--- src/design/obstacle_avoid_drive_controller_top_defines.svh ---
// Assertion macros shared by the drive controller modules.
`ifndef OBSTACLE_AVOID_DRIVE_CONTROLLER_TOP_DEFINES_SVH
`define OBSTACLE_AVOID_DRIVE_CONTROLLER_TOP_DEFINES_SVH

// Plain property, sampled on clk, off during reset.
`define OADC_ASSERT_HOLDS(label, prop, msg) \
  label: assert property (@(posedge clk) disable iff (!rst_n) (prop)) else $error(msg);

// Same-cycle implication, sampled on clk, off during reset.
`define OADC_ASSERT_IMPLIES(label, ante, cons, msg) \
  label: assert property (@(posedge clk) disable iff (!rst_n) (ante) |-> (cons)) else $error(msg);

`endif

--- src/design/oadc_pkg.sv ---
// Shared types and constants of the obstacle avoid drive controller.
package oadc_pkg;

  localparam int DIST_WIDTH_DEF = 9;
  localparam int DUTY_W         = 8;
  localparam int DET_W          = 7;
  localparam int CFG_IDX_W      = 1;
  localparam int CFG_DATA_W     = 8;

  // Shared multiplier and divider widths
  localparam int MUL_A_W = 21;
  localparam int MUL_B_W = 8;
  localparam int NUM_W   = MUL_A_W + MUL_B_W;
  localparam int DEN_W   = 21;

  // Drive constants
  localparam int DEAD_PWM   = 90;
  localparam int FULL_PWM   = 255;
  localparam int NEAR_BASE  = 10;
  localparam int NEAR_GAIN  = 30;
  localparam int REAR_LIMIT = 20;
  localparam int MIN_DIST   = 5;
  localparam int RAMP_SPAN  = FULL_PWM - DEAD_PWM;
  localparam int NEAR_TOP   = NEAR_BASE + NEAR_GAIN;
  localparam int FULL_SQ    = FULL_PWM * FULL_PWM;

  // Divide by RAMP_SPAN as (x * RAMP_RECIP) >> RAMP_SHIFT, exact for x below 26051
  localparam int RAMP_X_W   = 15;
  localparam int RAMP_RECIP = 25421;
  localparam int RAMP_SHIFT = 22;

  // Configuration register indexes
  typedef enum logic [CFG_IDX_W-1:0] {
    CFG_DET_DIST = 1'b0,
    CFG_MAX_PWM  = 1'b1
  } cfg_idx_t;

  // Datapath operations issued by the controller
  typedef enum logic [3:0] {
    OP_NONE,
    OP_LOAD,
    OP_MM,
    OP_MM30,
    OP_NEAR,
    OP_RAMP,
    OP_RAMP_END,
    OP_C2,
    OP_C3,
    OP_CM,
    OP_D2,
    OP_D3,
    OP_UPD
  } dp_op_t;

  typedef struct packed {
    dp_op_t op;
  } dp_cmd_t;

  typedef struct packed {
    logic div_busy;
    logic fwd;
    logic dd_pos;
  } dp_stat_t;

endpackage

--- src/design/oadc_div.sv ---
// Restoring unsigned divider, one quotient bit per cycle.
`include "obstacle_avoid_drive_controller_top_defines.svh"

module oadc_div import oadc_pkg::*; #(
  parameter int NW = NUM_W,
  parameter int DW = DEN_W
) (
  input  logic          clk,
  input  logic          rst_n,
  input  logic          start,
  input  logic [NW-1:0] dividend,
  input  logic [DW-1:0] divisor,
  output logic          busy,
  output logic [NW-1:0] quot,
  output logic          rem_nz
);

  localparam int CNT_W = $clog2(NW + 1);

  logic             busy_r;
  logic [CNT_W-1:0] cnt_r;
  logic [NW-1:0]    q_r;
  logic [DW-1:0]    rem_r;
  logic [DW-1:0]    dvs_r;

  logic [DW:0]      rem_sh;
  logic [DW+1:0]    diff;
  logic             ge;
  logic [DW-1:0]    rem_nxt;

  // Shift in the next dividend bit and try a subtract
  always_comb begin
    rem_sh  = {rem_r, q_r[NW-1]};
    diff    = {1'b0, rem_sh} - {2'b00, dvs_r};
    ge      = !diff[DW+1];
    rem_nxt = ge ? diff[DW-1:0] : rem_sh[DW-1:0];
  end

  // Control
  always_ff @(posedge clk) begin
    if (!rst_n) begin
      busy_r <= 1'b0;
      cnt_r  <= '0;
    end else if (start) begin
      busy_r <= 1'b1;
      cnt_r  <= CNT_W'(NW);
    end else if (busy_r) begin
      cnt_r <= cnt_r - CNT_W'(1);
      if (cnt_r == CNT_W'(1)) begin
        busy_r <= 1'b0;
      end
    end
  end

  // Quotient and remainder
  always_ff @(posedge clk) begin
    if (start) begin
      q_r   <= dividend;
      rem_r <= '0;
      dvs_r <= divisor;
    end else if (busy_r) begin
      q_r   <= {q_r[NW-2:0], ge};
      rem_r <= rem_nxt;
    end
  end

  assign busy   = busy_r;
  assign quot   = q_r;
  assign rem_nz = |rem_r;

  `OADC_ASSERT_IMPLIES(a_rem_below_divisor, busy_r, (rem_r < dvs_r) || (dvs_r == '0), "divider remainder out of range")

endmodule

--- src/design/oadc_datapath.sv ---
// Datapath: config registers, distance latch, shared multiplier, divider, drive state.
`include "obstacle_avoid_drive_controller_top_defines.svh"

module oadc_datapath import oadc_pkg::*; #(
  parameter int DIST_WIDTH = DIST_WIDTH_DEF
) (
  input  logic                  clk,
  input  logic                  rst_n,
  input  logic                  cfg_we,
  input  logic [CFG_IDX_W-1:0]  cfg_index,
  input  logic [CFG_DATA_W-1:0] cfg_data,
  input  logic [DIST_WIDTH-1:0] front_left_cm,
  input  logic [DIST_WIDTH-1:0] front_right_cm,
  input  logic [DIST_WIDTH-1:0] rear_left_cm,
  input  logic [DIST_WIDTH-1:0] rear_right_cm,
  input  dp_cmd_t               cmd,
  output dp_stat_t              stat,
  output logic [DUTY_W-1:0]     motor_a_duty,
  output logic [DUTY_W-1:0]     motor_b_duty,
  output logic                  motor_a_reverse,
  output logic                  motor_b_reverse,
  output logic                  turning_now,
  output logic                  reversing_now
);

  localparam int DD_W     = DET_W + 2;
  localparam int PWM_W    = DUTY_W + 1;
  localparam int RAMP_P_W = RAMP_X_W + 15;

  // Configuration
  logic [DET_W-1:0]  det_r;
  logic [DUTY_W-1:0] mpwm_r;

  // Beat and work registers
  logic [DIST_WIDTH-1:0] fl_r, fr_r, bl_r, br_r;
  logic [NUM_W-1:0]      t_r;
  logic [DEN_W-1:0]      u_r;
  logic signed [DD_W-1:0] dd_r;
  logic                  fwd_r;

  // Drive state
  logic              turning_r, turning_nxt;
  logic              reversing_r, reversing_nxt;
  logic              dir_a_r, dir_a_nxt;
  logic              dir_b_r, dir_b_nxt;
  logic [DUTY_W-1:0] duty_a_r, duty_a_nxt;
  logic [DUTY_W-1:0] duty_b_r, duty_b_nxt;

  logic [DIST_WIDTH-1:0] f, fm9;
  logic [DUTY_W-1:0]     m_abs;
  logic [DET_W-1:0]      det_abs;
  logic [DET_W-1:0]      dd7, c;
  logic                  dd_pos;
  logic [MUL_A_W-1:0]    mul_a;
  logic [MUL_B_W-1:0]    mul_b;
  logic [NUM_W-1:0]      prod;
  logic                  near_ok;
  logic [RAMP_P_W-1:0]   ramp_prod;
  logic [DET_W-1:0]      ramp_q;
  logic                  ramp_neg;
  logic signed [DD_W-1:0] dd_nxt;
  logic [PWM_W-1:0]      pwm_up, pwm_dn;
  logic [DUTY_W-1:0]     pwm;
  logic                  rear_near;
  logic                  turn_pair;
  logic                  dir_match;

  logic                  div_start;
  logic [NUM_W-1:0]      div_dividend;
  logic [DEN_W-1:0]      div_divisor;
  logic                  div_busy;
  logic [NUM_W-1:0]      div_quot;
  logic                  div_rem_nz;

  // Derived operands
  always_comb begin
    f       = (fl_r < fr_r) ? fl_r : fr_r;
    fm9     = f - DIST_WIDTH'(NEAR_BASE - 1);
    m_abs   = (mpwm_r >= DUTY_W'(DEAD_PWM)) ? mpwm_r - DUTY_W'(DEAD_PWM)
                                            : DUTY_W'(DEAD_PWM) - mpwm_r;
    det_abs = (det_r >= DET_W'(MIN_DIST)) ? det_r - DET_W'(MIN_DIST)
                                          : DET_W'(MIN_DIST) - det_r;
    dd_pos  = !dd_r[DD_W-1] && (dd_r != '0);
    dd7     = dd_r[DET_W-1:0];
    c       = (f < DIST_WIDTH'(dd7)) ? f[DET_W-1:0] : dd7;
  end

  // Shared multiplier operand select
  always_comb begin
    mul_a = '0;
    mul_b = '0;
    unique case (cmd.op)
      OP_MM:   begin mul_a = MUL_A_W'(mpwm_r);          mul_b = mpwm_r;              end
      OP_MM30: begin mul_a = t_r[MUL_A_W-1:0];          mul_b = MUL_B_W'(NEAR_GAIN); end
      OP_NEAR: begin mul_a = MUL_A_W'(FULL_SQ);         mul_b = fm9[MUL_B_W-1:0];    end
      OP_RAMP: begin mul_a = MUL_A_W'(det_abs);         mul_b = m_abs;               end
      OP_C2:   begin mul_a = MUL_A_W'(c);               mul_b = MUL_B_W'(c);         end
      OP_C3:   begin mul_a = t_r[MUL_A_W-1:0];          mul_b = MUL_B_W'(c);         end
      OP_CM:   begin mul_a = t_r[MUL_A_W-1:0];          mul_b = m_abs;               end
      OP_D2:   begin mul_a = MUL_A_W'(dd7);             mul_b = MUL_B_W'(dd7);       end
      OP_D3:   begin mul_a = u_r;                       mul_b = MUL_B_W'(dd7);       end
      default: begin mul_a = '0;                        mul_b = '0;                  end
    endcase
  end

  assign prod = NUM_W'(mul_a) * NUM_W'(mul_b);

  // Near limit test: f >= 10 + floor(30*m*m/65025)
  assign near_ok = (f > DIST_WIDTH'(NEAR_TOP))
                || ((f >= DIST_WIDTH'(NEAR_BASE)) && (t_r < prod));

  // Ramp distance: |product| / 165 by reciprocal multiply, sign restored (truncates)
  always_comb begin
    ramp_prod = RAMP_P_W'(t_r[RAMP_X_W-1:0]) * RAMP_P_W'(RAMP_RECIP);
    ramp_q    = ramp_prod[RAMP_SHIFT +: DET_W];
    ramp_neg  = (mpwm_r < DUTY_W'(DEAD_PWM)) ^ (det_r < DET_W'(MIN_DIST));
    dd_nxt    = ramp_neg ? DD_W'(MIN_DIST) - DD_W'(ramp_q)
                         : DD_W'(ramp_q) + DD_W'(MIN_DIST);
  end

  // Divider hookup: cubic ratio only
  always_comb begin
    div_start    = (cmd.op == OP_D3);
    div_dividend = t_r;
    div_divisor  = prod[DEN_W-1:0];
  end

  oadc_div #(
    .NW (NUM_W),
    .DW (DEN_W)
  ) u_div (
    .clk      (clk),
    .rst_n    (rst_n),
    .start    (div_start),
    .dividend (div_dividend),
    .divisor  (div_divisor),
    .busy     (div_busy),
    .quot     (div_quot),
    .rem_nz   (div_rem_nz)
  );

  // Forward duty, floored in both directions
  always_comb begin
    pwm_up = PWM_W'(DEAD_PWM) + PWM_W'(div_quot[DUTY_W-1:0]);
    pwm_dn = PWM_W'(DEAD_PWM) - PWM_W'(div_quot[DUTY_W-1:0]) - PWM_W'(div_rem_nz);
    if (!dd_pos) begin
      pwm = mpwm_r;
    end else if (mpwm_r >= DUTY_W'(DEAD_PWM)) begin
      pwm = pwm_up[DUTY_W-1:0];
    end else begin
      pwm = pwm_dn[DUTY_W-1:0];
    end
  end

  assign rear_near = (bl_r < DIST_WIDTH'(REAR_LIMIT)) || (br_r < DIST_WIDTH'(REAR_LIMIT));

  // Drive state update
  always_comb begin
    turning_nxt   = turning_r;
    reversing_nxt = reversing_r;
    dir_a_nxt     = dir_a_r;
    dir_b_nxt     = dir_b_r;
    duty_a_nxt    = duty_a_r;
    duty_b_nxt    = duty_b_r;
    if (cmd.op == OP_UPD) begin
      if (fwd_r) begin
        turning_nxt   = 1'b0;
        reversing_nxt = 1'b0;
        dir_a_nxt     = 1'b0;
        dir_b_nxt     = 1'b0;
        duty_a_nxt    = pwm;
        duty_b_nxt    = pwm;
      end else begin
        if (f < DIST_WIDTH'(MIN_DIST)) begin
          reversing_nxt = 1'b1;
        end
        if (!turning_r) begin
          turning_nxt = 1'b1;
          // turn toward the farther front side
          if (fr_r < fl_r) begin
            duty_a_nxt = DUTY_W'(DEAD_PWM);
            duty_b_nxt = '0;
          end else begin
            duty_a_nxt = '0;
            duty_b_nxt = DUTY_W'(DEAD_PWM);
          end
        end
      end
      if (reversing_nxt) begin
        dir_a_nxt = 1'b1;
        dir_b_nxt = 1'b1;
        if (rear_near) begin
          if (!turning_nxt) begin
            turning_nxt = 1'b1;
            if (br_r < bl_r) begin
              duty_a_nxt = '0;
              duty_b_nxt = DUTY_W'(DEAD_PWM);
            end else begin
              duty_a_nxt = DUTY_W'(DEAD_PWM);
              duty_b_nxt = '0;
            end
          end
        end else begin
          turning_nxt = 1'b0;
          duty_a_nxt  = DUTY_W'(DEAD_PWM);
          duty_b_nxt  = DUTY_W'(DEAD_PWM);
        end
      end
    end
  end

  // Config and drive state registers
  always_ff @(posedge clk) begin
    if (!rst_n) begin
      det_r       <= DET_W'(50);
      mpwm_r      <= DUTY_W'(DEAD_PWM);
      turning_r   <= 1'b0;
      reversing_r <= 1'b0;
      dir_a_r     <= 1'b0;
      dir_b_r     <= 1'b0;
      duty_a_r    <= '0;
      duty_b_r    <= '0;
    end else begin
      if (cfg_we) begin
        unique case (cfg_idx_t'(cfg_index))
          CFG_DET_DIST: det_r  <= cfg_data[DET_W-1:0];
          CFG_MAX_PWM:  mpwm_r <= cfg_data[DUTY_W-1:0];
          default:      det_r  <= det_r;
        endcase
      end
      turning_r   <= turning_nxt;
      reversing_r <= reversing_nxt;
      dir_a_r     <= dir_a_nxt;
      dir_b_r     <= dir_b_nxt;
      duty_a_r    <= duty_a_nxt;
      duty_b_r    <= duty_b_nxt;
    end
  end

  // Work registers
  always_ff @(posedge clk) begin
    unique case (cmd.op)
      OP_LOAD: begin
        fl_r <= front_left_cm;
        fr_r <= front_right_cm;
        bl_r <= rear_left_cm;
        br_r <= rear_right_cm;
      end
      OP_MM, OP_MM30, OP_RAMP, OP_C2, OP_C3, OP_CM: t_r <= prod;
      OP_NEAR:     fwd_r <= near_ok;
      OP_RAMP_END: dd_r  <= dd_nxt;
      OP_D2:       u_r   <= prod[DEN_W-1:0];
      default:     fwd_r <= fwd_r;
    endcase
  end

  always_comb begin
    stat.div_busy = div_busy;
    stat.fwd      = fwd_r;
    stat.dd_pos   = dd_pos;
  end

  assign motor_a_duty    = duty_a_r;
  assign motor_b_duty    = duty_b_r;
  assign motor_a_reverse = dir_a_r;
  assign motor_b_reverse = dir_b_r;
  assign turning_now     = turning_r;
  assign reversing_now   = reversing_r;

  // Checked duty pairs and directions
  assign turn_pair = ((duty_a_r == DUTY_W'(DEAD_PWM)) && (duty_b_r == '0))
                  || ((duty_a_r == '0) && (duty_b_r == DUTY_W'(DEAD_PWM)));
  assign dir_match = (dir_a_r == reversing_r) && (dir_b_r == reversing_r);

  `OADC_ASSERT_IMPLIES(a_turn_pattern, turning_r, turn_pair, "turning without a turn duty pair")
  `OADC_ASSERT_HOLDS(a_dir_tracks_rev, dir_match, "motor direction disagrees with reversing flag")

endmodule

--- src/design/oadc_ctrl.sv ---
// Controller: sequences the datapath for one beat and owns the handshakes.
`include "obstacle_avoid_drive_controller_top_defines.svh"

module oadc_ctrl import oadc_pkg::*; (
  input  logic     clk,
  input  logic     rst_n,
  input  logic     in_valid,
  output logic     in_ready,
  output logic     out_valid,
  input  logic     out_ready,
  output dp_cmd_t  cmd,
  input  dp_stat_t stat
);

  typedef enum logic [3:0] {
    S_IDLE,
    S_MM,
    S_MM30,
    S_NEAR,
    S_RAMP,
    S_RAMP_END,
    S_CHK,
    S_C2,
    S_C3,
    S_CM,
    S_D2,
    S_D3,
    S_QDIV,
    S_UPD
  } state_t;

  state_t state_r, state_nxt;
  logic   out_valid_r, out_valid_nxt;
  logic   out_free;

  assign out_free = !out_valid_r || out_ready;

  // Next state and datapath command
  always_comb begin
    state_nxt = state_r;
    cmd.op    = OP_NONE;
    unique case (state_r)
      S_IDLE: begin
        if (in_valid) begin
          cmd.op    = OP_LOAD;
          state_nxt = S_MM;
        end
      end
      S_MM:       begin cmd.op = OP_MM;   state_nxt = S_MM30; end
      S_MM30:     begin cmd.op = OP_MM30; state_nxt = S_NEAR; end
      S_NEAR:     begin cmd.op = OP_NEAR; state_nxt = S_RAMP; end
      S_RAMP:     begin cmd.op = OP_RAMP; state_nxt = S_RAMP_END; end
      S_RAMP_END: begin cmd.op = OP_RAMP_END; state_nxt = S_CHK; end
      S_CHK:      state_nxt = (stat.fwd && stat.dd_pos) ? S_C2 : S_UPD;
      S_C2:       begin cmd.op = OP_C2; state_nxt = S_C3; end
      S_C3:       begin cmd.op = OP_C3; state_nxt = S_CM; end
      S_CM:       begin cmd.op = OP_CM; state_nxt = S_D2; end
      S_D2:       begin cmd.op = OP_D2; state_nxt = S_D3; end
      S_D3:       begin cmd.op = OP_D3; state_nxt = S_QDIV; end
      S_QDIV: begin
        if (!stat.div_busy) begin
          state_nxt = S_UPD;
        end
      end
      S_UPD: begin
        if (out_free) begin
          cmd.op    = OP_UPD;
          state_nxt = S_IDLE;
        end
      end
      default: state_nxt = S_IDLE;
    endcase
  end

  // Result beat valid: set on update, cleared when taken
  always_comb begin
    out_valid_nxt = out_valid_r && !out_ready;
    if (cmd.op == OP_UPD) begin
      out_valid_nxt = 1'b1;
    end
  end

  always_ff @(posedge clk) begin
    if (!rst_n) begin
      state_r     <= S_IDLE;
      out_valid_r <= 1'b0;
    end else begin
      state_r     <= state_nxt;
      out_valid_r <= out_valid_nxt;
    end
  end

  assign in_ready  = (state_r == S_IDLE);
  assign out_valid = out_valid_r;

  `OADC_ASSERT_IMPLIES(a_out_from_upd, $rose(out_valid_r), $past(state_r == S_UPD), "result beat raised outside update")
  `OADC_ASSERT_IMPLIES(a_accept_div_idle, in_valid && in_ready, !stat.div_busy, "beat accepted while divider busy")

endmodule

--- src/design/obstacle_avoid_drive_controller_top.sv ---
// Top level of the obstacle avoid drive controller.
// Sequence: the input beat is latched, then the near and ramp steps run; when driving forward with a
// positive ramp distance, the cubic steps and one pass of the serial divider follow before the update.
// Throughput: one beat in flight; the next is taken the cycle after the result is written.
// Reset (rst_n, synchronous): drive state cleared, detection distance 50, max duty 90.
module obstacle_avoid_drive_controller_top import oadc_pkg::*; #(
  parameter int DIST_WIDTH = DIST_WIDTH_DEF
) (
  input  logic                  clk,
  input  logic                  rst_n,
  // configuration
  input  logic                  cfg_valid,
  output logic                  cfg_ready,
  input  logic [CFG_IDX_W-1:0]  cfg_index,
  input  logic [CFG_DATA_W-1:0] cfg_data,
  // input beat
  input  logic                  in_valid,
  output logic                  in_ready,
  input  logic [DIST_WIDTH-1:0] in_front_left_cm,
  input  logic [DIST_WIDTH-1:0] in_front_right_cm,
  input  logic [DIST_WIDTH-1:0] in_rear_left_cm,
  input  logic [DIST_WIDTH-1:0] in_rear_right_cm,
  // result beat
  output logic                  out_valid,
  input  logic                  out_ready,
  output logic [DUTY_W-1:0]     out_motor_a_duty,
  output logic [DUTY_W-1:0]     out_motor_b_duty,
  output logic                  out_motor_a_reverse,
  output logic                  out_motor_b_reverse,
  output logic                  out_turning_now,
  output logic                  out_reversing_now
);

  dp_cmd_t  cmd;
  dp_stat_t stat;

  assign cfg_ready = 1'b1;

  oadc_ctrl u_ctrl (
    .clk       (clk),
    .rst_n     (rst_n),
    .in_valid  (in_valid),
    .in_ready  (in_ready),
    .out_valid (out_valid),
    .out_ready (out_ready),
    .cmd       (cmd),
    .stat      (stat)
  );

  oadc_datapath #(
    .DIST_WIDTH (DIST_WIDTH)
  ) u_dp (
    .clk             (clk),
    .rst_n           (rst_n),
    .cfg_we          (cfg_valid & cfg_ready),
    .cfg_index       (cfg_index),
    .cfg_data        (cfg_data),
    .front_left_cm   (in_front_left_cm),
    .front_right_cm  (in_front_right_cm),
    .rear_left_cm    (in_rear_left_cm),
    .rear_right_cm   (in_rear_right_cm),
    .cmd             (cmd),
    .stat            (stat),
    .motor_a_duty    (out_motor_a_duty),
    .motor_b_duty    (out_motor_b_duty),
    .motor_a_reverse (out_motor_a_reverse),
    .motor_b_reverse (out_motor_b_reverse),
    .turning_now     (out_turning_now),
    .reversing_now   (out_reversing_now)
  );

endmodule

--- config.mk ---
export PLATFORM = sky130hd
export DESIGN_NAME = obstacle_avoid_drive_controller_top
export DESIGN_NICKNAME = d
export VERILOG_FILES = /design/src/design/oadc_pkg.sv /design/src/design/oadc_div.sv /design/src/design/oadc_datapath.sv /design/src/design/oadc_ctrl.sv /design/src/design/obstacle_avoid_drive_controller_top.sv
export VERILOG_INCLUDE_DIRS = /design/src /design/src/design
export SDC_FILE = /design/constraint.sdc
export NUM_CORES = 1
export LEC_CHECK = 0
export BUFFER_PORTS_ARGS = -buffer_cell sky130_fd_sc_hd__buf_2
export CORE_MARGIN = 2
export CORE_UTILIZATION = 50
export CTS_CLUSTER_DIAMETER = 150
export DETAILED_ROUTE_END_ITERATION = 7
export PLACE_DENSITY = 0.76
export SYNTH_ARGS = -nofsm -noshare
export SYNTH_HDL_FRONTEND = slang
export SYNTH_SLANG_ARGS = --single-unit
--- constraint.sdc ---
create_clock -name clk -period 27.4 [get_ports clk]
set_input_delay 5.48 -clock clk [delete_from_list [all_inputs] [get_ports clk]]
set_output_delay 5.48 -clock clk [all_outputs]
set_load 0.005 [all_outputs]
After elaboration in Yosys (flattened, before gate mapping)
Index checks and enable logic that the tools add are counted.
{"block": "word_totals", "register_bits": 212, "in_bits": 50, "out_inout_bits": 23, "wordCells": 158}
{"block": "op_classes", "add_sub_neg": 12, "n_mul": 2, "magnitude_cmp": 14, "n_eq_ne": 29, "muxes": 49, "bitwise_logic": 3, "reduce_logical": 26}
{"op": "21-bit one-hot mux with 7 select lines", "count": 1}
{"op": "8-bit two-way mux", "count": 13}
{"op": "29-bit two-way mux", "count": 2}
{"op": "4-bit one-hot mux with 14 select lines", "count": 1}
{"op": "4-bit one-hot mux with 12 select lines", "count": 1}
{"op": "8-bit one-hot mux with 6 select lines", "count": 1}
{"op": "4-bit equality test (second input constant)", "count": 11}
{"op": "7-bit two-way mux", "count": 6}
{"op": "4-bit by 3-bit equality test with 1-bit output (second input constant)", "count": 8}
{"op": "29-bit less-than comparator", "count": 1}
{"op": "15-bit by 15-bit multiplier with 29-bit output (second input constant)", "count": 1}
{"op": "21-bit by 8-bit multiplier with 29-bit output", "count": 1}
{"op": "9-bit less-than comparator", "count": 3}
{"op": "22-bit by 21-bit subtractor with 23-bit output", "count": 1}
{"op": "21-bit two-way mux", "count": 1}
{"op": "21-bit OR reduction", "count": 1}
{"op": "4-bit two-way mux", "count": 5}
{"op": "9-bit by 5-bit less-than comparator with 1-bit output (second input constant)", "count": 2}
{"op": "9-bit two-way mux", "count": 2}
{"op": "4-bit by 2-bit equality test with 1-bit output (second input constant)", "count": 4}
{"op": "7-bit by 8-bit subtractor with 8-bit output (first input constant)", "count": 2}
{"op": "1-bit two-way mux", "count": 14}
{"op": "5-bit two-way mux", "count": 2}
{"op": "9-bit by 4-bit greater-or-equal comparator with 1-bit output (second input constant)", "count": 1}
{"op": "other kinds (33)", "count": 50}

Depth between registers and ports, before layout
{"block": "logic_depth", "ltp_word": 11, "depth_mapped": 51, "ltp_nobuf": 47}

Modules after synthesis
From an unflattened synthesis, not the netlist that was laid out.
{"block": "hier_totals", "cells_unflattened": 2206, "hier_area_um2": 21237.9}
{"module": "oadc_datapath", "n_inst": 1, "cells_each": 1777, "area_each_um2": 16676.0}
{"module": "oadc_div", "n_inst": 1, "cells_each": 384, "area_each_um2": 4164.0}
{"module": "oadc_ctrl", "n_inst": 1, "cells_each": 43, "area_each_um2": 386.6}
{"module": "obstacle_avoid_drive_controller_top", "n_inst": 1, "cells_each": 2, "area_each_um2": 11.3}

Least setup slack after synthesis
OpenSTA, ideal clock, no wires.
{"block": "synth_path", "path_kind": "in2reg", "start": "input in_valid", "end": "register u_dp.fwd_r (data pin)", "setup_time_ns": 0.130, "t_arrival_ns": 12.154, "path_slack_ns": 15.116, "path_stages": 32, "n_path_buf": 0, "path_cell_list": "nor2_1 -> o31a_1 -> o21ai_1 -> nand2_1 -> inv_2 -> a221o_1 -> nor2_1 -> or2_2 -> fa_1 -> fa_1 -> inv_1 -> fa_1 -> fa_1 -> ha_1 -> o21a_1 -> o21ai_0 -> and2_1 -> a311oi_1 -> a31oi_1 -> o211ai_1 -> a21oi_1 -> xor2_1 -> ha_1 -> a21o_1 -> a21oi_1 -> nor2b_1 -> o21ai_0 -> nand2b_1 -> a221oi_1 -> nor2_1 -> o21ai_0 -> o21a_1"}
{"block": "synth_via", "elab_chain_cells": 9}
{"element": "from (decl)", "line_no": "obstacle_avoid_drive_controller_top.sv:17", "source": "input logic in_valid,"}
{"element": "1-bit two-way mux *", "line_no": "oadc_ctrl.sv:44", "source": "if (in_valid) begin"}
{"element": "4-bit one-hot mux with 12 select lines *", "line_no": "oadc_ctrl.sv:42", "source": "unique case (state_r)"}
{"element": "4-bit by 2-bit equality test with 1-bit output, or another cell as far along", "line_no": "oadc_datapath.sv:92", "source": "unique case (cmd.op)"}
{"element": "3-bit OR reduction (no source line) or 2-bit OR reduction (tied branches)"}
{"element": "21-bit one-hot mux with 7 select lines or 8-bit one-hot mux with 6 select lines (tied branches)", "line_no": "oadc_datapath.sv:92"}
{"element": "21-bit by 8-bit multiplier with 29-bit output *", "line_no": "oadc_datapath.sv:106", "source": "assign prod = NUM_W'(mul_a) * NUM_W'(mul_b);"}
{"element": "29-bit less-than comparator *", "line_no": "oadc_datapath.sv:110", "source": "|| ((f >= DIST_WIDTH'(NEAR_BASE)) && (t_r < prod));"}
{"element": "1-bit logical AND *", "line_no": "oadc_datapath.sv:110"}
{"element": "1-bit logical OR *", "line_no": "oadc_datapath.sv:110"}
{"element": "named net u_dp.near_ok", "line_no": "oadc_datapath.sv:57", "source": "logic near_ok;"}
{"element": "to (signal assigned)", "line_no": "oadc_datapath.sv:250", "source": "OP_NEAR: fwd_r <= near_ok;"}
{"element": "to (signal assigned)", "line_no": "oadc_datapath.sv:253", "source": "default: fwd_r <= fwd_r;"}
{"element": "to (decl)", "line_no": "oadc_datapath.sv:39", "source": "logic fwd_r;"}
The timed path passes the listed nets; every way through them passes the cells marked *.
A chain may end at the register's enable or synchronous reset.

Final worst setup path
Same ends and word-level chain as after synthesis.

==> out/summary.txt <==
Gpl congestion: 0.9386
GR Util All Layers: 0.2430
Initial antenna violation count: 1
Mean Syn Cell Area: 9.445 µm²
DRT iter0 DRCs: 1,438
Clock Sink Count: 208
Multi-input logic area: 0.01380 mm²
Antenna-violating nets left: 0
Worst Skew: 26.83 ps
Setup TNS: 0 ps
Via/cell ratio: 5.776
Lkg Pwr: 0.01052 µW
DR pass1 iterations: 6
Design area: 0.02247 mm²
Number of global-route vias before repair: 16,460
Max incr delay on CP: 960 ps
Fraction of registers with async set/reset: 0
Main flop type after synthesis: edfxtp_1
Global-route wire length before repair: 85,220 µm
Total setup buffers inserted after CTS: 0
Max-Cap Viols: 0
EDFF count, synth: 142
CTS tree: built
Core area: 0.04102 mm²
Diode count: 0
RSZ-0062 raised after global routing: no
Fill count: 3,579
HPWL Detailed: 40,130 µm
DRC: 0
Slew Viols, Final: 0
Placement Cell Area: 0.02175 mm²
Syn_nets: 2,705
Crit path launch type: input port
Syn Inst Count: 2,210
VDD IR-drop max: 0.1415 mV
WP data required: 27,790 ps
Final setup vio count: 0
Area grow syn2layout: 7.643%
Minimum clock period: 14,050 ps
#FFs+latches synth: 208
Critical path arrival: 14,440 ps
Storage cell area: 0.005585 mm²
Power Dens Cells: 104.1 mW/mm²
Root Driver: clkbuf_16
Status: completed
Fin nets: 2,749
Sequential fraction of the synthesis area: 0.2676
Rows: 74
Die Area: 0.04340 mm²
Final Worst Setup Slack: 13,350 ps
Cell Area, Synth: 0.02087 mm²
Initial core utilization: 0.5089
Min-delay worst type: flop to flop
Total global routing overflow: 0
Largest net degree at the start of global routing: 75
Period utilization: 0.5127
Yosys warnings: 0
CTS Buffer Depth: 3
Rel. slew slack: 0.09383
Die Ht: 208.3 µm
Top Ports: 73
Tightest Pin Transition: 1359 ps
Final hold violation count: 0
Fraction of layout cells with a size suffix above 1: 0.08062
Place WS: 12,910 ps
CP max-delay cell: a2111oi_0
Max Fclk: 71.18 MHz
Port Buffers: 67
Hold slack: 450.5 ps
Clock-pin slew on the worst setup and hold paths: 60 ps
Crit path max fanout: 74
Hold buffers post-CTS: 0
CP Capture Type: flop
Clock Latency Late Sink: 540 ps
Htree depth: 1
Wire per inst: 18.21 µm
Power Total: 2339 µW
Chip width: 208.3 µm
Number of distinct library cells after synthesis: 80
WS Path Type: input port to flop
DRT Wirelength: 51,040 µm
Clock buffer count from CTS: 23
Vias: 16,180
Post-CTS resize count: 0
Setup slack, reg-to-reg: 15,770 ps
critical path: cells and delay by family:
| family | cells | cell delay, ps |
|---|---|---|
| AOI/OAI and AO/OA | 13 | 3930 |
| and+or+nand+nor | 9 | 1110 |
| adders and majority gates | 6 | 2570 |
| xor gates and xnor gates | 1 | 310 |
| buffers and inverters | 6 | 1010 |
per-stage QoR:
stage	util	std cells
2_1_floorplan	-	2210
3_3_place_gp	0.5303	2761
3_5_place_dp	0.5303	2761
4_1_cts	0.5478	2802
5_1_grt	0.5478	2802
6_report	0.5478	2802
synthesized netlist by cell type (all sizes together), types with 36 or more instances:
cell type | n | area (µm²)
a21oi | 105 | 525.5
clkbuf | 47 | 177.7
dfxtp | 66 | 1321
edfxtp | 142 | 4264
fa | 177 | 3543
ha | 268 | 3353
inv | 315 | 1182
nand2 | 169 | 636.9
nand2b | 44 | 275.3
nand3 | 36 | 180.2
nor2 | 208 | 780.8
o21ai | 117 | 615.6
or2 | 37 | 231.5
xnor2 | 52 | 455.4
registers in the layout, indices dropped and copies added, names as in the netlist, 4 cells and up:
name	count
u_dp.dd_r	9
u_dp.u_r	21
u_dp.br_r	7
u_dp.fl_r	9
u_dp.u_div.rem_r	21
u_dp.motor_b_duty	8
u_dp.div_dividend	29
u_dp.motor_a_duty	8
u_dp.u_div.cnt_r	5
u_ctrl.state_r	4
u_dp.fr_r	9
u_dp.det_r	7
u_dp.bl_r	7
u_dp.mpwm_r	8
u_dp.u_div.dvs_r	21
u_dp.u_div.quot	29
final timing paths:
path | start | endpoint | depth (start not counted)
max | in_valid | u_dp.fwd_r | 35
min | u_dp.motor_a_duty[0] | u_dp.motor_a_duty[0] | 1
max reg2reg | u_dp.fl_r[4] | u_dp.fwd_r | 42
min reg2reg | u_dp.motor_a_duty[0] | u_dp.motor_a_duty[0] | 1
layout by cell type (no fill, tap or decap), types with 8 or more instances in the layout:
cell type  Yosys  layout
a22oi_1        8       8
and2_1        11      11
fa_1         177     177
o21ai_0      109     109
or2_1         16      16
nor3_1        31      31
buf_2         14      67
a31oi_1       11      11
nand3_1       36      36
inv_1        314     314
ha_1         268     268
a21o_1        33      33
xor2_1        30      30
nor4_1        13      13
dfxtp_1       66      66
nand4_1       11      11
o21a_1        16      16
a211oi_1      17      17
xnor2_1       52      52
buf_4          4      24
a21oi_1      105     105
nor2b_1       25      24
a21boi_0      17      17
edfxtp_1     142     142
and3_1        12      12
o211ai_1      16      16
nor2_1       208     208
o21bai_1      11      11
clkbuf_16      0      23
or2_2         21      21
mux2i_1       23      23
a221oi_1      11      10
mux2_2         8       8
nand2b_1      44      44
nand2_1      168     167
per-layer routing:
metal	wire length [µm]	GRT usage	share of wire	up-vias
li1	-	-	-	7628
met1	21680	0.3263	0.42	7836
met2	23610	0.3988	0.46	608
met3	4056	0.04377	0.079	109
met4	1678	0.07839	0.033	2
met5	11	0	0.00022	-
logic make-up after synthesis:
group | synth area share
multiplexers | 0.01535
AO/OA/AOI/OAI | 0.1415
buffers and inverters | 0.07283
other | 0.0001797
adder cells (fa/ha/maj) | 0.3304
AND/OR/NAND/NOR | 0.1377
flip-flops | 0.2676
XOR/XNOR | 0.03441
power breakdown:
part / total, µW / internal, µW / switching, µW
combinational: 1600 / 691 / 909
clock: 300 / 170 / 130
sequential: 438 / 400 / 38.5
final cells by class:
| class | count | area share |
|---|---|---|
| Inverter | 316 | 0.05279 |
| Multi-Input combinational cell | 1614 | 0.6141 |
| Timing Repair Buffer | 91 | 0.02294 |
| Tap cell | 532 | 0.02963 |
| Sequential cell | 208 | 0.2486 |
| Clock buffer | 29 | 0.02757 |
| Clock inverter | 12 | 0.004399 |
No activity file was read; power rests on OpenSTA's default activity.
